## config.mk

```make
export PLATFORM = sky130hd
export DESIGN_NAME = imu_serial_frame_parser
export DESIGN_NICKNAME = d
export VERILOG_FILES = /design/src/imu_sfp_pkg.sv /design/src/imu_serial_frame_parser.sv
export SDC_FILE = /design/constraint.sdc
export NUM_CORES = 1
export LEC_CHECK = 0
export BUFFER_PORTS_ARGS = -buffer_cell sky130_fd_sc_hd__buf_2
export CAP_MARGIN = 10
export CORE_MARGIN = 2
export CORE_UTILIZATION = 30
export CTS_BUF_LIST = sky130_fd_sc_hd__clkbuf_2
export CTS_CLUSTER_SIZE = 10
export DETAILED_ROUTE_END_ITERATION = 8
export SYNTH_ARGS = -nofsm -noshare
export SYNTH_HDL_FRONTEND = slang
export SYNTH_SLANG_ARGS = --single-unit
```

## constraint.sdc

```tcl
create_clock -name clk -period 5.5 [get_ports clk]
set_input_delay 0.55 -clock clk [delete_from_list [all_inputs] [get_ports clk]]
set_output_delay 0.55 -clock clk [all_outputs]
set_load 0.01 [all_outputs]
```

## src/imu_sfp_pkg.sv

```systemverilog
// Shared constants and types for the IMU serial frame parser.
// No dependencies; imported by imu_serial_frame_parser and its testbench.
package imu_sfp_pkg;

  // Frame layout
  localparam logic [7:0] HDR_BYTE   = 8'h55;
  localparam logic [7:0] TYPE_GYRO  = 8'h52;
  localparam logic [7:0] TYPE_ANGLE = 8'h53;
  localparam int unsigned FRAME_LEN   = 11;
  localparam int unsigned PAYLOAD_LEN = 8;

  // Byte counter: holds 0 .. FRAME_LEN-1
  localparam int unsigned CNT_W = 4;
  typedef logic [CNT_W-1:0] cnt_t;
  localparam cnt_t CNT_HDR  = cnt_t'(0);
  localparam cnt_t CNT_TYPE = cnt_t'(1);
  localparam cnt_t CNT_PL0  = cnt_t'(2);
  localparam cnt_t CNT_CSUM = cnt_t'(FRAME_LEN - 1);

  localparam int unsigned PIDX_W = $clog2(PAYLOAD_LEN);
  typedef logic [PIDX_W-1:0] pidx_t;

  // Yaw scaling: raw * 180 gives degrees with 15 fraction bits
  localparam logic signed [8:0] YAW_SCALE = 9'sd180;
  localparam int unsigned YAW_Q_W = 24;

  // Result kind codes
  typedef enum logic {
    KIND_GYRO  = 1'b0,
    KIND_ANGLE = 1'b1
  } kind_t;

endpackage

```

## src/imu_serial_frame_parser.sv

```systemverilog
// IMU serial frame parser, top level.
// Depends on imu_sfp_pkg.
// Usage:
//   Input channel: one received serial byte per word on in_rx_byte with
//   in_valid/in_ready. The parser hunts for header 0x55 and gathers an
//   11-byte frame (header, type, 8 payload bytes, checksum; checksum is
//   not checked). A header value inside a frame is taken as data.
//   Output channel: on the checksum byte of a gyro (0x52) or angle (0x53)
//   frame one result word is presented: kind, four little-endian signed
//   16-bit payload words and the stored yaw times 180 (Q15 degrees).
//   Angle frames update the stored yaw before the result is formed.
//   Other frame types produce nothing.
//   Output timing: a result is registered and appears in the cycle after its checksum byte is taken.
//   Throughput: one byte per cycle while in_ready is high; all per-byte work sits between the
//   frame state registers and the output register.
//   Reset (rst_n low, synchronous): byte counter, stored yaw and output
//   valid clear; the parser starts hunting for a header.
//   Stall: a result waiting in the output register does not block input
//   as long as out_ready is high in the same cycle; with out_ready low
//   and a result pending, in_ready drops until the result is taken.
module imu_serial_frame_parser
  import imu_sfp_pkg::*;
(
  input  logic               clk,
  input  logic               rst_n,
  input  logic               in_valid,
  output logic               in_ready,
  input  logic [7:0]         in_rx_byte,
  output logic               out_valid,
  input  logic               out_ready,
  output logic               out_packet_kind,
  output logic signed [15:0] out_word_a,
  output logic signed [15:0] out_word_b,
  output logic signed [15:0] out_word_c,
  output logic signed [15:0] out_word_d,
  output logic signed [23:0] out_yaw_q15
);

  // Frame state
  cnt_t        byte_count_r, byte_count_nxt;
  logic [7:0]  frame_type_r;
  logic [7:0]  payload_r [PAYLOAD_LEN];
  logic [15:0] yaw_raw_r, yaw_raw_nxt;

  // Output register
  logic               out_valid_r, out_valid_nxt;
  logic               kind_r;
  logic signed [15:0] word_a_r, word_b_r, word_c_r, word_d_r;
  logic signed [23:0] yaw_q15_r;

  logic        accept;
  logic        is_csum;
  logic        known_type;
  logic        is_angle;
  pidx_t       pl_idx;
  logic [15:0] w_a, w_b, w_c, w_d;
  logic signed [YAW_Q_W-1:0] yaw_prod;

  assign in_ready = !out_valid_r || out_ready;
  assign accept   = in_valid && in_ready;

  // Payload slot for the current data byte
  assign pl_idx  = pidx_t'(byte_count_r - CNT_PL0);
  assign is_csum = (byte_count_r >= CNT_CSUM);

  // Little-endian words from the gathered payload
  assign w_a = {payload_r[1], payload_r[0]};
  assign w_b = {payload_r[3], payload_r[2]};
  assign w_c = {payload_r[5], payload_r[4]};
  assign w_d = {payload_r[7], payload_r[6]};

  assign is_angle   = (frame_type_r == TYPE_ANGLE);
  assign known_type = is_angle || (frame_type_r == TYPE_GYRO);

  // Byte counter and stored yaw
  always_comb begin
    byte_count_nxt = byte_count_r;
    yaw_raw_nxt    = yaw_raw_r;
    if (accept) begin
      if (byte_count_r == CNT_HDR) begin
        if (in_rx_byte == HDR_BYTE) begin
          byte_count_nxt = CNT_TYPE;
        end
      end else if (is_csum) begin
        byte_count_nxt = CNT_HDR;
        if (is_angle) begin
          yaw_raw_nxt = w_c;
        end
      end else begin
        byte_count_nxt = byte_count_r + cnt_t'(1);
      end
    end
  end

  // Yaw in Q15 degrees from the updated yaw; the product always fits 24 bits
  assign yaw_prod = YAW_Q_W'($signed(yaw_raw_nxt)) * YAW_Q_W'(YAW_SCALE);

  // Result handshake
  always_comb begin
    out_valid_nxt = out_valid_r;
    if (out_ready) begin
      out_valid_nxt = 1'b0;
    end
    if (accept && is_csum && known_type) begin
      out_valid_nxt = 1'b1;
    end
  end

  always_ff @(posedge clk) begin
    if (!rst_n) begin
      byte_count_r <= CNT_HDR;
      yaw_raw_r    <= '0;
      out_valid_r  <= 1'b0;
    end else begin
      byte_count_r <= byte_count_nxt;
      yaw_raw_r    <= yaw_raw_nxt;
      out_valid_r  <= out_valid_nxt;
    end
  end

  // Type and payload capture
  always_ff @(posedge clk) begin
    if (accept && byte_count_r == CNT_TYPE) begin
      frame_type_r <= in_rx_byte;
    end
    if (accept && byte_count_r >= CNT_PL0 && !is_csum) begin
      payload_r[pl_idx] <= in_rx_byte;
    end
  end

  // Result payload register
  always_ff @(posedge clk) begin
    if (accept && is_csum && known_type) begin
      kind_r    <= is_angle ? KIND_ANGLE : KIND_GYRO;
      word_a_r  <= $signed(w_a);
      word_b_r  <= $signed(w_b);
      word_c_r  <= $signed(w_c);
      word_d_r  <= $signed(w_d);
      yaw_q15_r <= yaw_prod;
    end
  end

  assign out_valid       = out_valid_r;
  assign out_packet_kind = kind_r;
  assign out_word_a      = word_a_r;
  assign out_word_b      = word_b_r;
  assign out_word_c      = word_c_r;
  assign out_word_d      = word_d_r;
  assign out_yaw_q15     = yaw_q15_r;

endmodule

```

---- Word level (Yosys, flattened, before mapping) ----
Memory sizes are Yosys's and may differ from the RTL's. A register that Yosys moved wholly into a read port is not among the register bits.
Index checks and enable logic that the tools add are counted.
storage, ports and cells
  flip-flop bits (word level) ............. 68
  input bits .............................. 12
  output and inout port bits .............. 91
  memories kept ........................... 1
  RAM bits ................................ 64
  word-level logic and storage cells ...... 43
memory list
  name       depth  width  read ports  clocked after Yosys merged registers in  wr ports  RTL line                       source
  payload_r  8      8      8           6                                        1         imu_serial_frame_parser.sv:42  logic [7:0] payload_r [PAYLOAD_LEN];
operators by class
  equal/unequal tests ..................... 5
  add/sub/neg operators ................... 2
  multipliers ............................. 1
  order comparisons ....................... 2
  reduce and logical (&&, ||, !) cells .... 13
  muxes and demuxes ....................... 12
operators with widths
  cell                     count
  $mux W16                 4
  $eq A8 B7 Y1 const B     3
  $mul A16 B7 Y22 const B  1
  $mux W4                  3
  $logic_and A1 B1 Y1      6
  $mux W1                  5
  $add A4 B1 Y4 const B    1
  $eq A4 B1 Y1 const B     1
  $ge A4 B2 Y1 const B     1
  $ge A4 B4 Y1 const B     1
  $logic_not A4 Y1         1
  $sub A3 B2 Y3 const B    1
  $logic_not A1 Y1         2
  $logic_or A1 B1 Y1       2
  $ne A2 B1 Y1 const B     1
  $reduce_and A2 Y1        1
  $reduce_bool A2 Y1       1

---- Longest topological paths before layout ----
Gate-level depths: netlist of the first run.
  word-level depth ........................ 7
  gate-level depth with buffers ........... 22
  gate-level depth less buffers ........... 21

---- Least setup slack after synthesis of the first run ----
No wires, ideal clock.
  path kind ............................... reg-to-reg
  start point ............................. register byte_count_r[0]
  end point ............................... register kind_r (netlist: out_packet_kind) (enable)
  period minus slack after synthesis ...... 5.172 ns
  data required time ...................... 4.965 ns
  data arrival time ....................... 4.638 ns
  library setup time ...................... 0.535 ns
  stages on the path, launching flop included .. 6
  slack ................................... 0.328 ns
  buffers on the path ..................... 0
  cells stage by stage .................... dfxtp_1 > inv_1 > ha_1 > o31a_4 > nand3_4 > nor2_1
on the way
  word-level cells in the longest chain between the ends .. 3
ends and longest elaborated chain
  what                               RTL line                        source
  from (decl)                        imu_serial_frame_parser.sv:40   cnt_t byte_count_r, byte_count_nxt;
  from (signal assigned)             imu_serial_frame_parser.sv:115  byte_count_r <= byte_count_nxt;
  $ge A4 B4 Y1                       imu_serial_frame_parser.sv:64   assign is_csum = (byte_count_r >= CNT_CSUM);
  $logic_and A1 B1 Y1 (2 in series)  imu_serial_frame_parser.sv:133  if (accept && is_csum && known_type) begin
  to (signal assigned)               imu_serial_frame_parser.sv:134  kind_r <= is_angle ? KIND_ANGLE : KIND_GYRO;
  to (decl)                          imu_serial_frame_parser.sv:47   logic kind_r;
No other way between the ends.
A chain may end at the register's enable or synchronous reset.

---- Final worst setup path of the first run ----
  start point ............................. register byte_count_r[0]
  end point ............................... register yaw_q15_r[23] (netlist: out_yaw_q15[23]), data pin
on the way
  word-level cells in the longest chain between the ends .. 5
  elaborated cells between the ends (all ways) .. 6
  those cells by class .................... 1 x mul; 1 x order compare; 3 x mux; 1 x reduce/logical
ends and longest elaborated chain
  what                  RTL line                        source
  $ge A4 B4 Y1          imu_serial_frame_parser.sv:64
  $mux W16              imu_serial_frame_parser.sv:84   end else if (is_csum) begin
  $mux W16 *            imu_serial_frame_parser.sv:80   if (byte_count_r == CNT_HDR) begin
  $mux W16 *            imu_serial_frame_parser.sv:79   if (accept) begin
  net yaw_raw_nxt[12]   imu_serial_frame_parser.sv:43   logic [15:0] yaw_raw_r, yaw_raw_nxt;
  $mul A16 B7 Y22 *     imu_serial_frame_parser.sv:96   assign yaw_prod = YAW_Q_W'($signed(yaw_raw_nxt)) * YAW_Q_W'(YAW_SCALE);
  net yaw_prod[23]      imu_serial_frame_parser.sv:57   logic signed [YAW_Q_W-1:0] yaw_prod;
  to (signal assigned)  imu_serial_frame_parser.sv:139  yaw_q15_r <= yaw_prod;
  to (decl)             imu_serial_frame_parser.sv:49   logic signed [23:0] yaw_q15_r;
Mark *: on every way through the listed nets, which the timed path passes. The rest lies on a longest branch.

==> results of run 1 <==
## worst register-to-register path, delay by kind of cell, from the launching register on
kind / cells / cell delay (ps)
adder cells (fa/ha/maj): 6 / 2220
AO/OA/AOI/OAI: 4 / 930
AND/OR/NAND/NOR: 5 / 700
buffers and inverters: 5 / 450
flip-flops: 1 / 390
multiplexers: 1 / 350
## metal layers
| metal | up-vias | track usage (%) |
|---|---|---|
| li1 | 2144 | - |
| met1 | 2066 | 16.0 |
| met2 | 112 | 17.6 |
| met3 | 14 | 2.61 |
| met4 | 0 | 3.37 |
| met5 | - | 0 |
## timing repair
| item | in CTS | in global routing |
|---|---|---|
| setup endpoints to repair | 0 | 5 |
| buffers inserted | 0 | 4 |
| resized for setup | 0 | 6 |
## how the worst max path moves through the flow
stage | start | endpoint | slack, ps | cells after the start
floorplan | byte_count_r[0] | out_packet_kind | 330 | 5
global placement | out_ready | out_yaw_q15[23] | 240 | 20
detailed placement | out_ready | out_yaw_q15[23] | 200 | 20
CTS | byte_count_r[1] | out_yaw_q15[23] | 160 | 19
global route | frame_type_r[7] | out_yaw_q15[23] | 5 | 19
finish | byte_count_r[0] | out_yaw_q15[23] | 320 | 21
## cell type report
cell class	instances	area share [%]
flip-flops and latches	180	54.9
clock buffers	17	0.899
clock inverters	15	1.68
inverters	65	2.60
repair buffers	124	7.32
well taps	341	4.51
multi-input cells	272	28.1
## power by group
group / switching, mW / total, mW / internal (mW) / leakage [nW]
sequential: 0.0000502 / 1.47 / 1.47 / 1.65
combinational: 0.0183 / 0.0234 / 0.00507 / 2.22
clock: 0.521 / 0.671 / 0.151 / 0.146
total: 0.539 / 2.17 / 1.63 / 4.02
## state kept, by name, summed over array words and instances, names as in the netlist
| signal | count |
|---|---|
| out_word_c | 16 |
| out_yaw_q15 | 22 |
| frame_type_r | 8 |
| out_word_a | 16 |
| yaw_raw_r | 16 |
| byte_count_r | 4 |
| out_valid | 1 |
| out_word_d | 16 |
| out_packet_kind | 1 |
| payload_r | 64 |
| out_word_b | 16 |
## stage by stage
step                cells  utilization, %  cell area [sq um]
finish               1014            35.4               9460
global route         1014            35.4               9460
CTS                  1010            35.1               9390
detailed placement    978            34.2               9140
global placement      978            34.2               9140
floorplan             525               -               8110
## cell usage in the layout (no fill, tap or decap), types with 5 or more instances in the layout
cell type / instances
nand2b_1: 6
xnor2_1: 13
buf_2: 100
and2_1: 11
nand3_1: 8
buf_4: 22
nor2b_1: 10
edfxtp_1: 159
ha_1: 52
a21oi_1: 15
dfxtp_1: 20
nor2_1: 14
o21ai_0: 7
nand2_1: 17
fa_1: 27
a21o_1: 7
clkbuf_2: 17
mux2i_1: 5
inv_1: 62
xor2_1: 6
## cells by family (layout without fill, tap and decap cells)
logic type,Yosys count,count (layout),synth area share [%]
adder cells (fa/ha/maj),83,83,15.3
buffers and inverters,73,221,3.67
AO/OA/AOI/OAI,54,54,4.62
multiplexers,17,17,3.03
other,1,2,0.0463
AND/OR/NAND/NOR,96,96,6.98
flip-flops,180,180,64.1
XOR/XNOR,20,20,2.25
==> qor.txt, run 1 <==
top cells by count, synth: edfxtp_1 (159), inv_1 (62), ha_1 (56)
largest net degree at the start of global routing: 47
final setup vio count: 0
Syn Inst Count: 524
sequential-to-total area share from yosys stat: 64.1%
Yosys Warn Count: 0
post-synth top area cell: edfxtp_1
Reg2Reg Depth: 21
Die Ht: 168 um
Synth top area share: 58.9%
area occupied by multi-input gates: 2660 sq um
clock sink count: 180
CP Buf/Inv Count: 5
Clock Latency Late Sink: 750 ps
Max Freq: 193 MHz
Top delay family on crit path: adder cells
Crit. End Element: flop
Cell Chain, Critical Path: inv_1, ha_1, o31a_4, nand3_4, nor2_8, buf_12, buf_4, mux2_4, ha_1, ha_1, fa_1, inv_1, fa_1, inv_1, ha_2, o2111ai_1, nand3_1, nand2_1, o31a_1, or3_1, o221ai_1
die area: 28300 sq um
overall power: 2.17 mW
GP Congestion: 0.795
LEAKAGE: 4.02 nW
hold_sp: out_ready
Cell Rows: 60
remaining routing DRC violations: 0
Pins Over Slew Limit: 0
Detail Route Antenna Nets: 0
Final #Nets: 755
Critical Path RT: 6080 ps
met2 WL post-DR: 6880 um
Slew @ Worst Pin: 1110 ps
clock slew at reported path FFs: 300 ps
RSZ-0062 raised after global routing: false
Hold Vio Cnt, Final: 0
Cell Area, Synth: 8110 sq um
Top Metal Used: met4
EDFF count, synth: 159
drt total wl: 15400 um
grt ovf: 0
post-synthesis cell type count: 62
most frequent cell after synthesis: edfxtp_1
CTS Root Cell: clkbuf_2
r2r endpoint: out_yaw_q15[23]
Avg WL per Cell: 15.2 um
via count: 4336
Worst Clk Skew: 35.3 ps
largest cells by area after synthesis: edfxtp_1 (59%), ha_1 (8.6%), fa_1 (6.7%)
Reg-to-Reg Start: byte_count_r[0]
number of port buffers: 100
Sequential Area: 5200 sq um
Fin Hold WS: 127 ps
#FFs+latches synth: 180
Synth Flop Type: edfxtp_1
Area Overhead vs Synth: 16.8%
TritonCTS buffer count: 17
Die X: 168 um
Final WS setup: 318 ps
WL met3: 710 um
H-tree levels: 4
Peak VDD IR: 0.0000998 V
slowest stage delay, CP: 540 ps
starting DRC count in detailed routing: 323
num ports: 103
crit path max fanout: 7
Avg Cell Area, Syn: 15.5 sq um
Fillers: 2568
Post-synth ARST share: 0%
CP startpoint kind: flop
vias in the first global route: 4364
global-route wire length before repair: 24600 um
clock buffer depth: 2
DP Worst Slack: 199 ps
Hold Path Stages: 3
Power Dens Cells: 229 nW/um^2
initial antenna violation count: 0
Final period util: 94.2%
core area: 26700 sq um
WS Path Type: flop to flop
R2R setup slack: 320 ps
Worst Hold Class: input pin to flop
reported max-cap violation count: 0
CTS tree: yes
cts hold-fix bufs: 0
outcome: complete, no violations
Sum Neg Setup Slack: 0 ps
M1 wire length: 7640 um
Hold Path Sink: out_valid
Post-DP HPWL: 11000 um
Initial Util: 30.3%
first drt pass iteration count: 4
share of cells above drive strength 1: 28.1%
Worst Path Arrival: 5760 ps
antenna cell count: 0
Slew Limit Headroom: 25.8%
All-Layer GR Usage: 11.4%
via-per-instance ratio: 4.28
minimum clock period after layout: 5180 ps
Critical-path top delay cell: fa_1
Power figures use the tool's default switching activity.
==> inputs of run 2 (changes only) <==
CTS_BUF_LIST = sky130_fd_sc_hd__clkbuf_4 sky130_fd_sc_hd__clkbuf_8   (was sky130_fd_sc_hd__clkbuf_2)
==> run 2 against run 1 <==
First-iteration DRC count is 5.0% lower. Sequential cell count stayed put. Utilization is 0.45 points higher. Largest cell class unchanged. Highest routed layer unchanged.
==> qor.txt, run 2 (synthesis results as in run 1) <==
clock sink count: 180 (unchanged)
Critical Path Stages: 18 (was 21)
critical path capture point: out_yaw_q15[23] (unchanged)
share of cells above drive strength 1: 27.4% (was 28.1%)
drt total wl: 15600 um (was 15400 um)
most used routing layer in global routing: met2 (unchanged)
WS Path Type: flop to flop (unchanged)
CP startpoint kind: flop (unchanged)
r2r endpoint: out_yaw_q15[23] (unchanged)
leading cell types in the layout, fill and taps excluded: edfxtp_1 (159), buf_2 (101), inv_1 (62), ha_1 (56), fa_1 (27) (was edfxtp_1 (159), buf_2 (100), inv_1 (62), ha_1 (52), fa_1 (27))
M3 GR Usage: 2.73% (was 2.61%)
Initial Util: 30.3% (unchanged)
Critical-path top delay cell: fa_1 (unchanged)
CP Launch Point: frame_type_r[7] (was byte_count_r[0])
commonest non-fill, non-tap cell in the layout: edfxtp_1 (unchanged)
max reg flops: 64 (unchanged)
met2 GRT Util: 17.8% (was 17.6%)
Final #Nets: 756 (was 755)
Power Dens Cells: 248 nW/um^2 (was 229 nW/um^2)
first drt pass iteration count: 4 (unchanged)
All-Layer GR Usage: 11.5% (was 11.4%)
remaining routing DRC violations: 0 (unchanged)
Pins Over Slew Limit: 0 (unchanged)
Worst Clk Skew: 12.4 ps (was 35.3 ps)
H-tree levels: 4 (unchanged)
initial antenna violation count: 0 (unchanged)
starting DRC count in detailed routing: 307 (was 323)
CTS Root Cell: clkbuf_8 (was clkbuf_2)
Detail Route Antenna Nets: 0 (unchanged)
Hold Vio Cnt, Final: 0 (unchanged)
vias in the first global route: 4401 (was 4364)
Worst Hold Class: flop to flop (was input pin to flop)
final setup vio count: 0 (unchanged)
global-route wire length before repair: 24800 um (was 24600 um)
cts hold-fix bufs: 0 (unchanged)
RSZ-0062 raised after global routing: false (unchanged)
via count: 4344 (was 4336)
Clock Latency Late Sink: 470 ps (was 750 ps)
cell mode on critical path: ha_1
grt ovf: 0 (unchanged)
R2R setup slack: 300 ps (was 320 ps)
Pint: 1.82 mW (was 1.63 mW)
Cell Rows: 60 (unchanged)
clock buffer depth: 2 (unchanged)
Final Non-Filler Cells: 1015 (was 1014)
largest net degree at the start of global routing: 47 (unchanged)
Sw Ratio: 23.5% (was 24.9%)
die area: 28300 sq um (unchanged)
Reg2Reg Depth: 18 (was 21)
GP Congestion: 0.795 (unchanged)
clock slew at reported path FFs: 100 ps (was 300 ps)
met1 Use GR: 15.9% (was 16.0%)
CTS tree: yes (unchanged)
CP Buf/Inv Count: 3 (was 5)
Sum Neg Setup Slack: 0 ps (unchanged)
Reg-to-Reg Start: frame_type_r[7] (was byte_count_r[0])
Largest Register: payload_r (unchanged)
minimum clock period after layout: 5200 ps (was 5180 ps)
Peak VDD IR: 0.000149 V (was 0.0000998 V)
LEAKAGE: 4.09 nW (was 4.02 nW)
Slew Limit Headroom: 26.9% (was 25.8%)
Seq pwr share: 61.9% (was 68.0%)
TritonCTS buffer count: 17 (unchanged)
Final period util: 94.5% (was 94.2%)
Cell Chain, Critical Path: nor4bb_1, nand2_1, nor2_8, buf_2, mux2_2, ha_1, ha_1, inv_1, fa_1, fa_1, inv_1, ha_1, o211ai_1, o211ai_2, a21oi_2, o31a_1, or3_1, o221ai_1 (was inv_1, ha_1, o31a_4, nand3_4, nor2_8, buf_12, buf_4, mux2_4, ha_1, ha_1, fa_1, inv_1, fa_1, inv_1, ha_2, o2111ai_1, nand3_1, nand2_1, o31a_1, or3_1, o221ai_1)
num ports: 103 (unchanged)
antenna cell count: 0 (unchanged)
outcome: complete, no violations (unchanged)
Slew @ Worst Pin: 1090 ps (was 1110 ps)
Placed Cells: 978 (unchanged)
Crit. End Element: flop (unchanged)
crit path max fanout: 5 (was 7)
Die X: 168 um (unchanged)
Top delay family on crit path: adder cells (unchanged)
Comb pwr share: 1.0% (was 1.1%)
Max Freq: 192 MHz (was 193 MHz)
number of port buffers: 100 (unchanged)
Worst Path Arrival: 5500 ps (was 5760 ps)
Area Overhead vs Synth: 18.2% (was 16.8%)
Sw Pwr: 0.559 mW (was 0.539 mW)
Critical Path RT: 5800 ps (was 6080 ps)
reported max-cap violation count: 0 (unchanged)
via-per-instance ratio: 4.28 (about the same)
core area: 26700 sq um (unchanged)
Avg WL per Cell: 15.4 um (was 15.2 um)
slowest stage delay, CP: 540 ps (about the same)
Die Ht: 168 um (unchanged)
clock power share: 37.1% (was 31.0%)
Post-DP HPWL: 11000 um (unchanged)
## run 2: timing repair
item | in CTS | in global routing
endpoints found under the hold margin | 0 | 0
setup buffers | 0 | 5
setup endpoints to repair | 0 | 5
gates resized for setup | 0 | 1
## run 2: area by class of cell
| type | count | area [sq um] |
|---|---|---|
| Clock inverter | 15 | 159 |
| Sequential cell | 180 | 5200 |
| Tap cell | 341 | 427 |
| Clock buffer | 17 | 234 |
| Timing Repair Buffer | 125 | 698 |
| Multi-Input combinational cell | 272 | 2620 |
| Inverter | 65 | 246 |
| Fill cell | 2563 | 17100 |
## run 2: worst min-delay path by stage
stage	startpoint	cells past startpoint	slack (ps)	to
after detailed placement	payload_r[1][6]	0	400	out_word_a[14]
after global placement	payload_r[3][3]	0	400	out_word_b[11]
after CTS	out_ready	3	420	out_valid
final	payload_r[3][1]	0	420	out_word_b[9]
after global routing	in_rx_byte[5]	1	420	payload_r[0][5]
after floorplan	payload_r[0][0]	0	400	out_word_a[0]
## run 2: worst register-to-register path: stages (launching register included)
cell and delay, ps:
edfxtp_1 410, nor4bb_1 290, nand2_1 220, nor2_8 170, buf_2 190, mux2_2 400, ha_1 290, ha_1 280
inv_1 50, fa_1 490, fa_1 540, inv_1 50, ha_1 360, o211ai_1 150, o211ai_2 230, a21oi_2 100
o31a_1 330, or3_1 320, o221ai_1 170
## run 2: power groups by stage
stage	logic (mW)	clock network, mW	registers [mW]
after floorplan	0.00630	0	1.50
after detailed placement	0.0240	0	1.50
final	0.0230	0.883	1.47
after global routing	0.0253	0.972	1.47
after global placement	0.0241	0	1.50
after CTS	0.0244	0.913	1.47
## run 2: per-layer routing
metal | share of wire [%] | vias to the layer above | wire length [um]
met3 | 5.7 | 18 | 881
met4 | 1.4 | 0 | 225
met5 | 0 | - | 0
met1 | 48 | 2059 | 7420
met2 | 45 | 123 | 7060
li1 | - | 2144 | -
## run 2: stage by stage
stage	utilization (%)	hold slack [ps]	power [mW]	worst slack, ps	area, sq um
2_1_floorplan	-	400	1.51	328	8110
5_1_grt	35.9	422	2.47	3.82	9580
6_report	35.9	425	2.38	304	9580
4_1_cts	35.7	415	2.41	186	9540
3_3_place_gp	34.2	401	1.53	244	9140
3_5_place_dp	34.2	405	1.53	199	9140
